===== config.mk =====
export PLATFORM = sky130hd
export DESIGN_NAME = tlv_message_parser
export DESIGN_NICKNAME = d
export VERILOG_FILES = /design/src/sv/tlvp_pkg.sv /design/src/sv/tlvp_res_fifo.sv /design/src/sv/tlv_message_parser.sv
export SDC_FILE = /design/constraint.sdc
export NUM_CORES = 1
export LEC_CHECK = 0
export BUFFER_PORTS_ARGS = -buffer_cell sky130_fd_sc_hd__buf_2
export CAP_MARGIN = 20
export CORE_ASPECT_RATIO = 1.5
export CORE_MARGIN = 3
export CORE_UTILIZATION = 60
export DETAILED_ROUTE_END_ITERATION = 7
export GPL_TIMING_DRIVEN = 0
export PLACE_DENSITY = 0.78
export SYNTH_ARGS = -nofsm -noshare
export SYNTH_HDL_FRONTEND = slang
export SYNTH_HIERARCHICAL = 1
export SYNTH_SLANG_ARGS = --single-unit

===== constraint.sdc =====
create_clock -name clk -period 25.1 [get_ports clk]
set_clock_uncertainty 0.2 [all_clocks]
set_input_delay 2.51 -clock clk [delete_from_list [all_inputs] [get_ports clk]]
set_output_delay 2.51 -clock clk [all_outputs]
set_load 0.1 [all_outputs]

===== src/sv/tlvp_pkg.sv =====
`timescale 1ns / 1ps
// ----------------------------------------------------------------------------
// tlvp_pkg
// shared types, result codes and helper functions of the tlv message parser
// ----------------------------------------------------------------------------
package tlvp_pkg;

	// value bytes kept per record, value register width
	localparam int VALUE_BYTES = 8;
	localparam int VALUE_BITS  = 8 * VALUE_BYTES;

	// result queue geometry
	localparam int FIFO_DEPTH = 4;
	localparam int FIFO_AW    = $clog2(FIFO_DEPTH);
	localparam int FIFO_CW    = $clog2(FIFO_DEPTH + 1);

	// result kinds
	localparam logic [2:0] K_HEADER      = 3'd0;
	localparam logic [2:0] K_RECORD      = 3'd1;
	localparam logic [2:0] K_END_OK      = 3'd2;
	localparam logic [2:0] K_END_OVERRUN = 3'd3;
	localparam logic [2:0] K_END_TRAIL   = 3'd4;

	// width match codes
	localparam logic [2:0] W_NONE = 3'd0;
	localparam logic [2:0] W_LEN1 = 3'd1;
	localparam logic [2:0] W_LEN2 = 3'd2;
	localparam logic [2:0] W_LEN4 = 3'd3;
	localparam logic [2:0] W_LEN8 = 3'd4;

	typedef struct packed {
		logic [2:0]  kind;
		logic [7:0]  protocol_type;
		logic [7:0]  message_type;
		logic [15:0] declared_payload_bytes;
		logic [7:0]  record_id;
		logic [7:0]  record_length;
		logic [63:0] record_value;
		logic [2:0]  width_match;
		logic        last_of_message;
	} result_t;

	function automatic logic [2:0] match_width(input logic [7:0] len);
		logic [2:0] code;
		unique case (len)
			8'd1:    code = W_LEN1;
			8'd2:    code = W_LEN2;
			8'd4:    code = W_LEN4;
			8'd8:    code = W_LEN8;
			default: code = W_NONE;
		endcase
		if (len > 8'(VALUE_BYTES))
			code = W_NONE;
		return code;
	endfunction

	// record fields only carry data on record results
	function automatic result_t make_result(
		input logic [2:0]            kind,
		input logic [7:0]            proto,
		input logic [7:0]            msg,
		input logic [15:0]           limit,
		input logic [7:0]            rec_id,
		input logic [7:0]            rec_len,
		input logic [VALUE_BITS-1:0] value
	);
		result_t r;
		r.kind                   = kind;
		r.protocol_type          = proto;
		r.message_type           = msg;
		r.declared_payload_bytes = limit;
		r.record_id              = 8'd0;
		r.record_length          = 8'd0;
		r.record_value           = 64'd0;
		r.width_match            = W_NONE;
		r.last_of_message        = (kind >= K_END_OK);
		if (kind == K_RECORD) begin
			r.record_id     = rec_id;
			r.record_length = rec_len;
			r.record_value  = 64'(value);
			r.width_match   = match_width(rec_len);
		end
		return r;
	endfunction

endpackage


===== src/sv/tlvp_res_fifo.sv =====
`timescale 1ns / 1ps
// ----------------------------------------------------------------------------
// tlvp_res_fifo
// small result queue, takes up to two results per cycle, gives one
// ----------------------------------------------------------------------------
module tlvp_res_fifo (
	input  logic               clk,
	input  logic               arst_n,
	input  logic [1:0]         wr_cnt,
	input  tlvp_pkg::result_t  wr_data0,
	input  tlvp_pkg::result_t  wr_data1,
	output logic               rd_valid,
	input  logic               rd_ready,
	output tlvp_pkg::result_t  rd_data,
	output logic               room_two
);

	tlvp_pkg::result_t                mem_q [tlvp_pkg::FIFO_DEPTH];
	logic [tlvp_pkg::FIFO_AW-1:0]     wr_ptr_q;
	logic [tlvp_pkg::FIFO_AW-1:0]     rd_ptr_q;
	logic [tlvp_pkg::FIFO_CW-1:0]     count_q;
	logic [tlvp_pkg::FIFO_AW-1:0]     wr_ptr_p1;
	logic                             pop;

	assign wr_ptr_p1 = wr_ptr_q + tlvp_pkg::FIFO_AW'(1);
	assign rd_valid  = (count_q != '0);
	assign rd_data   = mem_q[rd_ptr_q];
	assign pop       = rd_valid && rd_ready;
	assign room_two  = (count_q <= tlvp_pkg::FIFO_CW'(tlvp_pkg::FIFO_DEPTH - 2));

	always_ff @(posedge clk) begin
		if (wr_cnt != 2'd0)
			mem_q[wr_ptr_q] <= wr_data0;
		if (wr_cnt == 2'd2)
			mem_q[wr_ptr_p1] <= wr_data1;
	end

	always_ff @(posedge clk or negedge arst_n) begin
		if (!arst_n) begin
			wr_ptr_q <= '0;
			rd_ptr_q <= '0;
			count_q  <= '0;
		end else begin
			wr_ptr_q <= wr_ptr_q + tlvp_pkg::FIFO_AW'(wr_cnt);
			if (pop)
				rd_ptr_q <= rd_ptr_q + tlvp_pkg::FIFO_AW'(1);
			count_q <= count_q + tlvp_pkg::FIFO_CW'(wr_cnt)
				- tlvp_pkg::FIFO_CW'(pop);
		end
	end

endmodule


===== src/sv/tlv_message_parser.sv =====
`timescale 1ns / 1ps
// ----------------------------------------------------------------------------
// tlv_message_parser
// byte-serial parser of a 4-byte header followed by a payload of tlv records
// ----------------------------------------------------------------------------
// The parser takes one message byte per cycle on the slave stream, with tuser
// high on header byte 0 (this also aborts any message in progress). After the
// header it returns a header result, then one result per complete record
// (id, length, big-endian value of the last up to 8 value bytes, width match)
// and a final result with tlast high: end ok, end overrun or end trailing
// byte. Bytes outside a message are dropped with no result. Each byte is
// decoded in the cycle it is taken, by one 16-bit increment plus a 17-bit
// add and compare, straight into a 4-entry result queue that drives the
// master stream one result per cycle while the sink is ready. A byte can
// be taken every cycle while the queue holds two results or fewer; one byte
// yields at most two results (a record or header plus the end result), so
// with a ready sink the input never stalls.
// ----------------------------------------------------------------------------
module tlv_message_parser (
	input  logic         clk,
	input  logic         arst_n,
	// input stream
	input  logic         s_tvalid,
	output logic         s_tready,
	input  logic [7:0]   s_tdata,   // [7:0] data_byte
	input  logic         s_tuser,   // [0] start_of_message
	// result stream
	output logic         m_tvalid,
	input  logic         m_tready,
	output logic [119:0] m_tdata,   // [7:0] protocol_type, [15:8] message_type,
	                                // [31:16] declared_payload_bytes,
	                                // [39:32] record_id, [47:40] record_length,
	                                // [111:48] record_value, [114:112] width_match,
	                                // [119:115] zero
	output logic [2:0]   m_tuser,   // [2:0] kind
	output logic         m_tlast    // last_of_message
);

	// parser phases
	localparam logic [2:0] PH_IDLE   = 3'd0;
	localparam logic [2:0] PH_HEADER = 3'd1;
	localparam logic [2:0] PH_ID     = 3'd2;
	localparam logic [2:0] PH_LEN    = 3'd3;
	localparam logic [2:0] PH_VAL    = 3'd4;
	localparam logic [2:0] PH_DONE   = 3'd5;

	localparam int VB = tlvp_pkg::VALUE_BITS;

	// parser state
	logic [2:0]    phase_q,  phase_n;
	logic [1:0]    hdr_cnt_q, hdr_cnt_n;
	logic [7:0]    proto_q,  proto_n;
	logic [7:0]    msg_q,    msg_n;
	logic [15:0]   limit_q,  limit_n;
	logic [15:0]   pos_q,    pos_n;
	logic [7:0]    id_q,     id_n;
	logic [7:0]    len_q,    len_n;
	logic [7:0]    rem_q,    rem_n;
	logic [VB-1:0] value_q,  value_n;

	logic              accept;
	logic [7:0]        b;
	logic [15:0]       pos_inc;
	logic [7:0]        rem_dec;
	logic [16:0]       rec_end;
	logic [1:0]        n_res;
	logic [1:0]        wr_cnt;
	logic [2:0]        kind0, kind1;
	logic              room_two;
	tlvp_pkg::result_t res0, res1, out_res;

	assign b        = s_tdata;
	assign s_tready = room_two;
	assign accept   = s_tvalid && s_tready;
	assign pos_inc  = pos_q + 16'd1;
	assign rem_dec  = rem_q - 8'd1;
	// end of the record announced by a length byte
	assign rec_end  = {1'b0, pos_inc} + {9'd0, b};

	// next state and results of the byte on the input
	always_comb begin
		phase_n   = phase_q;
		hdr_cnt_n = hdr_cnt_q;
		proto_n   = proto_q;
		msg_n     = msg_q;
		limit_n   = limit_q;
		pos_n     = pos_q;
		id_n      = id_q;
		len_n     = len_q;
		rem_n     = rem_q;
		value_n   = value_q;
		n_res     = 2'd0;
		kind0     = tlvp_pkg::K_HEADER;
		kind1     = tlvp_pkg::K_END_OK;
		if (s_tuser) begin
			// start of message clears the state and takes byte 0 as protocol type
			phase_n   = PH_HEADER;
			hdr_cnt_n = 2'd1;
			proto_n   = b;
			msg_n     = 8'd0;
			limit_n   = 16'd0;
			pos_n     = 16'd0;
			id_n      = 8'd0;
			len_n     = 8'd0;
			rem_n     = 8'd0;
			value_n   = '0;
		end else begin
			unique case (phase_q)
				PH_HEADER: begin
					if (hdr_cnt_q == 2'd1) begin
						msg_n     = b;
						hdr_cnt_n = 2'd2;
					end else if (hdr_cnt_q == 2'd2) begin
						limit_n   = {b, 8'd0};
						hdr_cnt_n = 2'd3;
					end else begin
						limit_n   = {limit_q[15:8], b};
						hdr_cnt_n = 2'd0;
						pos_n     = 16'd0;
						kind0     = tlvp_pkg::K_HEADER;
						if (limit_n == 16'd0) begin
							// empty payload ends on the header byte
							n_res   = 2'd2;
							kind1   = tlvp_pkg::K_END_OK;
							phase_n = PH_DONE;
						end else begin
							n_res   = 2'd1;
							phase_n = PH_ID;
						end
					end
				end
				PH_ID: begin
					id_n  = b;
					pos_n = pos_inc;
					if (pos_inc >= limit_q) begin
						// lone trailing id byte
						n_res   = 2'd1;
						kind0   = tlvp_pkg::K_END_TRAIL;
						phase_n = PH_DONE;
					end else begin
						phase_n = PH_LEN;
					end
				end
				PH_LEN: begin
					len_n   = b;
					pos_n   = pos_inc;
					value_n = '0;
					if (rec_end > {1'b0, limit_q}) begin
						// record overruns the payload, drop it
						pos_n   = limit_q;
						n_res   = 2'd1;
						kind0   = tlvp_pkg::K_END_OVERRUN;
						phase_n = PH_DONE;
					end else if (b == 8'd0) begin
						kind0 = tlvp_pkg::K_RECORD;
						if (pos_inc >= limit_q) begin
							n_res   = 2'd2;
							kind1   = tlvp_pkg::K_END_OK;
							phase_n = PH_DONE;
						end else begin
							n_res   = 2'd1;
							phase_n = PH_ID;
						end
					end else begin
						rem_n   = b;
						phase_n = PH_VAL;
					end
				end
				PH_VAL: begin
					// shift in big-endian, keep the last value bytes only
					value_n = VB'({value_q, b});
					pos_n   = pos_inc;
					rem_n   = rem_dec;
					if (rem_dec == 8'd0) begin
						kind0 = tlvp_pkg::K_RECORD;
						if (pos_inc >= limit_q) begin
							n_res   = 2'd2;
							kind1   = tlvp_pkg::K_END_OK;
							phase_n = PH_DONE;
						end else begin
							n_res   = 2'd1;
							phase_n = PH_ID;
						end
					end
				end
				default: begin
					// idle or done: byte is ignored
				end
			endcase
		end
	end

	// results are built from the updated state
	always_comb begin
		res0 = tlvp_pkg::make_result(kind0, proto_n, msg_n, limit_n, id_n, len_n, value_n);
		res1 = tlvp_pkg::make_result(kind1, proto_n, msg_n, limit_n, id_n, len_n, value_n);
	end

	assign wr_cnt = accept ? n_res : 2'd0;

	always_ff @(posedge clk or negedge arst_n) begin
		if (!arst_n) begin
			phase_q   <= PH_IDLE;
			hdr_cnt_q <= 2'd0;
			proto_q   <= 8'd0;
			msg_q     <= 8'd0;
			limit_q   <= 16'd0;
			pos_q     <= 16'd0;
			id_q      <= 8'd0;
			len_q     <= 8'd0;
			rem_q     <= 8'd0;
			value_q   <= '0;
		end else if (accept) begin
			phase_q   <= phase_n;
			hdr_cnt_q <= hdr_cnt_n;
			proto_q   <= proto_n;
			msg_q     <= msg_n;
			limit_q   <= limit_n;
			pos_q     <= pos_n;
			id_q      <= id_n;
			len_q     <= len_n;
			rem_q     <= rem_n;
			value_q   <= value_n;
		end
	end

	// result queue toward the master stream
	tlvp_res_fifo u_res_fifo (
		.clk      (clk),
		.arst_n   (arst_n),
		.wr_cnt   (wr_cnt),
		.wr_data0 (res0),
		.wr_data1 (res1),
		.rd_valid (m_tvalid),
		.rd_ready (m_tready),
		.rd_data  (out_res),
		.room_two (room_two)
	);

	assign m_tdata = {5'd0,
	                  out_res.width_match,
	                  out_res.record_value,
	                  out_res.record_length,
	                  out_res.record_id,
	                  out_res.declared_payload_bytes,
	                  out_res.message_type,
	                  out_res.protocol_type};
	assign m_tuser = out_res.kind;
	assign m_tlast = out_res.last_of_message;

endmodule

==> flow_metrics.py, run 1 <==
metrics = {
    "grt": {
        "grt-ovfl-total": 0,
        "grt_pass1_vias": 22800,
        "antenna_found_initial": 0,
        "grt_use_met3_pct": 4.07,
        "grt_pass1_wl_um": 131000,
        "gr-usage-met2_pct": 53.6,
        "grt_usage_pct": 29.3,
        "grt_max_degree": 96,
        "grt-busiest-layer": "met2",
        "grtUsageMet1_pct": 34.0,
    },
    "floorplanning": {
        "dieWidth_um": 198,
        "die-area_um2": 58100,
        "die_h_um": 294,
        "rows": 104,
        "io_pins": 139,
        "floorplan.initialDensity_pct": 61.1,
        "core_um2": 54100,
    },
    "layout": {
        "synthToLayoutAreaGrowth_pct": 15.8,
        "n_antenna_cell": 0,
        "final_common_cell": "edfxtp_1",
        "drive_gt1_share_pct": 33.2,
        "mostFrequentLayoutCells": "476 x edfxtp_1, 374 x mux2_2, 353 x conb_1, 178 x nand2_1, 158 x buf_2",
        "fin_nets": 2915,
    },
    "sta": {
        "finalHoldViolCount": 0,
        "min_period_ns": 8.99,
        "rsz0062_at_grt": "no",
        "worst_pin_slew_ns": 1.13,
        "setup_violations": 0,
        "setup_tns_ns": 0,
        "clock.fmax_mhz": 111,
        "slew_headroom_pct": 24.2,
        "drv_slew": 0,
        "finalCritPeriodShare_pct": 35.8,
    },
    "synth": {
        "synth_top_flop_cell": "edfxtp_1",
        "synth_area_leader_cell": "edfxtp_1",
        "ys.warnings.count": 6,
        "synth_area_per_cell_um2": 14.5,
        "synth_edf_count": 476,
        "ys_seq_elements": 624,
        "post_synth_num_cell_types": 82,
        "synth_top_area_share_pct": 43.2,
        "async_reset_ff_share_pct": 23.7,
        "yosysSeqAreaShare_pct": 54.4,
        "synthTopCellsByArea": "edfxtp_1 43%, mux2_2 13%, dfrtp_1 11%, mux4_2 8.1%, mux2_4 5.0%",
        "syn_inst": 2279,
        "netlist_area_um2": 33100,
    },
    "run": {
        "cap_violations": 0,
    },
    "clock_network": {
        "cts_setup_buffers": 0,
        "cts_resized": 0,
        "clk_latency_ns": 0.62,
        "root_buffer": "clkbuf_16",
        "htree_levels": 2,
        "ctsHoldBuffers": 0,
        "cts_inserted_buffers": 57,
        "clock-sinks": 624,
        "cts_buffer_depth": 3,
        "path_clk_slew_ns": 0.06,
        "cts_tree": "done",
    },
    "detailed_routing": {
        "viasPerCell": 5.98,
        "drcViolationCount": 0,
        "routed-via-count": 21400,
        "routed_wl_um": 84700,
        "drt_iter0_drc": 1694,
        "wl_per_cell_um": 23.6,
        "antenna_left": 0,
        "drt_first_pass_iters": 5,
    },
    "worst_setup_path": {
        "end_kind": "register",
        "worstSetupStartpointType": "input pin",
        "required_ns": 25.23,
        "worstPathArrival_ns": 9.11,
        "critPathKind": "input pin to register",
        "cp_max_fo": 26,
    },
    "pwr": {
        "power_density_nw_per_um2": 100,
        "p_total_mw": 3.84,
        "ir_worst_vdd_mv": 0.117,
        "leakagePower_nw": 15.2,
    },
    "status": {
        "status": "finished, final reports clean",
    },
    "placed_design": {
        "port_buffers": 133,
        "globalplace.congestion": 0.953,
        "hpwl_um": 59300,
    },
    "hold_path": {
        "min_path_type": "register to register",
    },
}
==> report_power, final <==
part	internal, mW	switching (mW)
registers	1.19	0.0541
logic	0.435	1.32
clock network	0.460	0.383
total	2.08	1.76
==> layout make-up <==
cell class | count | area (µm²)
Tap cell | 689 | 862
Sequential cell | 624 | 18000
Multi-Input combinational cell | 1799 | 15300
Clock inverter | 27 | 170
Inverter | 44 | 165
Clock buffer | 78 | 1620
Timing Repair Buffer | 160 | 1210
Buffer | 163 | 990
Fill cell | 3719 | 15800
==> worst max-delay path, stage by stage <==
cell      delay (ns)
buf_2           0.14
ha_1            0.24
fa_1            0.40
a21oi_1         0.16
o21bai_1        0.14
a21oi_1         0.65
nor3_4          0.16
nand2_1         0.12
xnor2_1         0.07
ha_1            0.32
nand3_1         0.17
nor3_1          0.31
a211oi_1        0.13
a21boi_2        0.42
a22oi_2         0.35
a31oi_1         0.89
mux2i_1         0.39
nor2b_4         0.51
buf_12          0.27
buf_12          0.25
buf_12          0.24
buf_16          0.20
==> routing by layer <==
layer / vias up / routed length, µm
met4: 0 / 4410
met5: - / 0
met3: 215 / 3930
li1: 9639 / -
met1: 10900 / 30700
met2: 684 / 45600
==> worst paths after layout <==
check | from | end | slack (ns) | depth (start not counted)
setup reg to reg | pos_q[0] | u_res_fifo/mem_q[3][52] | 16.99 | 23
hold reg to reg | msg_q[4] | msg_q[4] | 0.28 | 2
setup / recovery | s_tdata[0] | u_res_fifo/mem_q[3][52] | 16.11 | 22
min in group asynchronous | arst_n | proto_q[0] | 1.64 | 1
max in group asynchronous | arst_n | value_q[48] | 22.16 | 2
hold / removal | msg_q[4] | msg_q[4] | 0.28 | 2
==> flip-flops by register name, summed over array words and instances, names as in the netlist <==
register             cells
u_res_fifo/mem_q       476
value_q                 64
limit_q                 16
pos_q                   16
id_q                     8
len_q                    8
msg_q                    8
proto_q                  8
rem_q                    8
phase_q                  3
u_res_fifo/count_q       3
hdr_cnt_q                2
u_res_fifo/rd_ptr_q      2
u_res_fifo/wr_ptr_q      2
==> cells in the mapped netlist, drive strengths merged, types with 10 or more instances <==
| cell | count |
|---|---|
| nor2 | 104 |
| o21ai | 37 |
| ha | 51 |
| mux4 | 119 |
| nand3 | 27 |
| a21boi | 12 |
| buf | 94 |
| o211ai | 10 |
| a22o | 72 |
| nor4 | 13 |
| inv | 44 |
| nand4 | 11 |
| mux2 | 485 |
| a22oi | 70 |
| and2 | 13 |
| nor3 | 20 |
| a21oi | 62 |
| nand2 | 178 |
| xnor2 | 26 |
| edfxtp | 476 |
| dfrtp | 148 |
| clkbuf | 69 |
==> cells by family (layout without fill, tap and decap cells) <==
kind of cell | Yosys count | count (layout) | synth area share, %
other cells | 2 | 353 | 0.0227
xor+xnor | 34 | 34 | 0.900
flops | 624 | 624 | 54.4
mux | 609 | 609 | 26.0
fa+ha+maj | 53 | 53 | 2.05
simple gates | 416 | 416 | 5.84
compound gates | 334 | 334 | 7.33
buf+inv | 207 | 472 | 3.49
==> stage by stage <==
| stage | area, µm² | std cells | utilization, % | hold slack [ns] | worst slack (ns) |
|---|---|---|---|---|---|
| 5_1_grt | 38300 | 3584 | 70.8 | 0.311 | 15.86 |
| 3_5_place_dp | 36500 | 3476 | 67.5 | 0.263 | 15.58 |
| 3_3_place_gp | 35900 | 3452 | 66.4 | 0.259 | 5.77 |
| 2_1_floorplan | 34400 | 2630 | - | 0.242 | 12.21 |
| 4_1_cts | 38300 | 3581 | 70.8 | 0.284 | 16.23 |
| 6_report | 38300 | 3584 | 70.8 | 0.284 | 16.11 |
Power figures use the tool's default switching activity.
==> inputs of run 2 (changes only) <==
--- a/config.mk
+++ b/config.mk
@@ -5,6 +5,7 @@
 export SDC_FILE = /design/constraint.sdc
 export NUM_CORES = 1
 export LEC_CHECK = 0
+export ABC_AREA = 1
 export BUFFER_PORTS_ARGS = -buffer_cell sky130_fd_sc_hd__buf_2
 export CAP_MARGIN = 20
 export CORE_ASPECT_RATIO = 1.5
==> constraint.sdc (replaced) <==
create_clock -name clk -period 8.6 [get_ports clk]
set_clock_uncertainty 0.2 [all_clocks]
set_input_delay 0.86 -clock clk [delete_from_list [all_inputs] [get_ports clk]]
set_output_delay 0.86 -clock clk [all_outputs]
set_load 0.1 [all_outputs]
==> flow_metrics.py, run 2 <==
metrics = {
    "layout": {
        "final_common_cell": "nand2_1",
        "largest_reg_flops": 476,
        "largest_registers": "u_res_fifo/mem_q: 476 flops, value_q: 64 flops",
        "drive_gt1_share_pct": 9.65,
        "seqCellArea_um2": 18000,
        "synthToLayoutAreaGrowth_pct": 14.3,
        "multi_input_area_um2": 16700,
        "fin_cells": 6001,
        "largest_register": "u_res_fifo/mem_q",
        "fillers": 4928,
        "n_antenna_cell": 0,
        "mostFrequentLayoutCells": "1,844 x nand2_1, 476 x edfxtp_1, 434 x nand3_1, 416 x o21ai_0, 353 x conb_1",
        "fin_nets": 5242,
    },
    "grt": {
        "grt_max_degree": 95,
        "gr-usage-met2_pct": 59.3,
        "grt_pass1_vias": 30800,
        "grt-busiest-layer": "met2",
        "antenna_found_initial": 1,
        "grtUsageMet1_pct": 38.6,
        "grt-ovfl-total": 0,
        "grt_pass1_wl_um": 163000,
        "grt_usage_pct": 33.1,
        "grt_use_met3_pct": 3.79,
    },
    "clock_network": {
        "root_buffer": "clkbuf_16",
        "cts_setup_buffers": 0,
        "htree_levels": 2,
        "ctsHoldBuffers": 0,
        "cts_buffer_depth": 3,
        "clk_latency_ns": 0.63,
        "cts_resized": 0,
        "clock-sinks": 624,
        "path_clk_slew_ns": 0.07,
        "cts_inserted_buffers": 58,
        "cts_tree": "done",
    },
    "pwr": {
        "power_density_nw_per_um2": 338,
        "leakagePower_nw": 18.8,
        "ir_worst_vdd_mv": 0.452,
    },
    "worst_setup_path": {
        "worstPathArrival_ns": 7.74,
        "timing.rr.start": "pos_q[0]",
        "end_kind": "register",
        "cp_max_fo": 63,
        "critPathKind": "register to register",
        "worstSetupStartpointType": "register",
        "rr_endpoint": "u_res_fifo/mem_q[2][56]",
        "worstRegToRegCells": 28,
        "required_ns": 8.69,
        "slowest_delay_ns": 0.64,
        "cpMostUsedCell": "nand2_1",
        "cp_slowest_cell": "nand2_4",
        "reg2reg_slack_ns": 0.95,
    },
    "sta": {
        "finalHoldViolCount": 0,
        "worst_pin_slew_ns": 1.14,
        "rsz0062_at_grt": "no",
        "clock.fmax_mhz": 131,
        "setup_tns_ns": 0,
        "setup_violations": 0,
        "finalCritPeriodShare_pct": 88.9,
        "drv_slew": 0,
        "slew_headroom_pct": 24.2,
        "min_period_ns": 7.65,
    },
    "synth": {
        "async_reset_ff_share_pct": 23.7,
        "ys_seq_elements": 624,
        "synth_edf_count": 476,
        "netlist_area_um2": 36100,
        "ys_top_cells_by_count": "1,848 x nand2_1, 476 x edfxtp_1, 434 x nand3_1",
        "synthSimpleGateAreaFrac_pct": 32.2,
        "synth_top_area_share_pct": 39.6,
        "synth_top_flop_cell": "edfxtp_1",
        "synthTopCellsByArea": "edfxtp_1 40%, nand2_1 19%, dfrtp_1 10%, nand3_1 6.0%, o21ai_0 5.8%",
        "yosys.area_share.xor_xnor_pct": 0.510,
        "synth_top_family_by_area": "simple AND/OR/NAND/NOR gates",
        "syn_inst": 4613,
        "synth_mux_area_share_pct": 0,
        "post_synth_num_cell_types": 45,
        "yosysSeqAreaShare_pct": 49.9,
        "synth-compound-area-share_pct": 7.93,
        "ys.warnings.count": 6,
        "synth_area_leader_cell": "edfxtp_1",
        "yosysMostFrequentCell": "nand2_1",
        "synth_adder_area_share_pct": 1.88,
        "synth_area_per_cell_um2": 7.82,
    },
    "placed_design": {
        "port_buffers": 133,
        "globalplace.congestion": 0.987,
        "hpwl_um": 76600,
        "place_inst": 5887,
    },
    "floorplanning": {
        "dieWidth_um": 206,
        "floorplan.initialDensity_pct": 61.0,
        "die_h_um": 306,
        "die-area_um2": 63200,
        "io_pins": 139,
        "rows": 109,
        "core_um2": 59200,
    },
    "detailed_routing": {
        "drt_iter0_drc": 2658,
        "routed-via-count": 32200,
        "routed_wl_um": 104000,
        "antenna_left": 0,
        "viasPerCell": 5.36,
        "wl_per_cell_um": 17.4,
        "drt_first_pass_iters": 6,
        "drcViolationCount": 0,
    },
    "run": {
        "cap_violations": 0,
    },
    "hold_path": {
        "min_path_type": "input pin to asynchronous set/reset pin",
    },
    "status": {
        "status": "finished, final reports clean",
    },
}
## run 2: cell types whose count changed after synthesis, moves of 74 or more
cell,before,now
nand3_1,25,434
mux4_2,119,0
inv_1,43,316
mux2_2,374,0
nor2_1,103,327
nand2_1,178,1848
buf_2,24,124
nor2_4,0,74
o21ai_0,34,416
mux2_4,111,0
## run 2: final cells by class
type,count,area share (%)
clock inverter,19,0.431
timing repair buffer,152,2.35
buffer,302,3.67
inverter,325,2.96
sequential,624,43.6
tap,777,2.36
multi-input combinational,3713,40.5
clock buffer,89,4.07
## run 2: layer usage
layer,part of all wire (%),vias to the layer above
met5,0,-
met4,6.1,0
met3,6.4,323
met2,52,1312
met1,36,14800
li1,-,15700
## run 2: kinds of logic (layout without fill, tap and decap cells)
kind of cell / after synthesis / count (layout)
and+or+nand+nor: 2748 / 2748
adders and majority gates: 53 / 53
xor gates and xnor gates: 21 / 21
AOI/OAI and AO/OA: 538 / 538
DFF: 624 / 624
buffers and inverters: 627 / 887
other: 2 / 353
## run 2: how the worst max path moves through the flow
stage	from	end	depth (start not counted)
after global placement	s_tdata[2]	u_res_fifo/mem_q[0][55]	31
final	pos_q[0]	u_res_fifo/mem_q[2][56]	28
after floorplan	pos_q[0]	u_res_fifo/mem_q[1][0]	27
after detailed placement	s_tdata[2]	u_res_fifo/mem_q[2][56]	24
after CTS	pos_q[0]	u_res_fifo/mem_q[2][56]	28
after global routing	pos_q[0]	u_res_fifo/mem_q[2][56]	28
## run 2: critical path, delay by kind of cell, from the launching register on
| kind | cells | cell delay [ns] |
|---|---|---|
| buffers and inverters | 7 | 1.53 |
| AOI/OAI and AO/OA | 4 | 1.30 |
| and+or+nand+nor | 13 | 2.59 |
| DFF | 1 | 0.46 |
| xor gates and xnor gates | 1 | 0.18 |
| adders and majority gates | 3 | 0.92 |
## run 2: power breakdown
group | leakage, nW | switching [mW] | internal, mW
logic | 11.7 | 6.26 | 1.43
clock network | 0.901 | 1.13 | 1.43
registers | 6.17 | 0.124 | 3.56
## run 2: stage by stage
stage | instance area, µm² | setup slack [ns] | utilization (%) | hold WS [ns] | power (mW)
after floorplan | 37400 | 0.838 | - | 0.242 | 9.58
after global placement | 39100 | -2.54 | 66.0 | 0.258 | 11.3
after detailed placement | 39300 | 1.10 | 66.5 | 0.261 | 11.4
after CTS | 41200 | 1.09 | 69.6 | 0.00245 | 13.9
after global routing | 41200 | 0.573 | 69.7 | 0.0246 | 14.6
final | 41200 | 0.952 | 69.7 | 0.0110 | 13.9
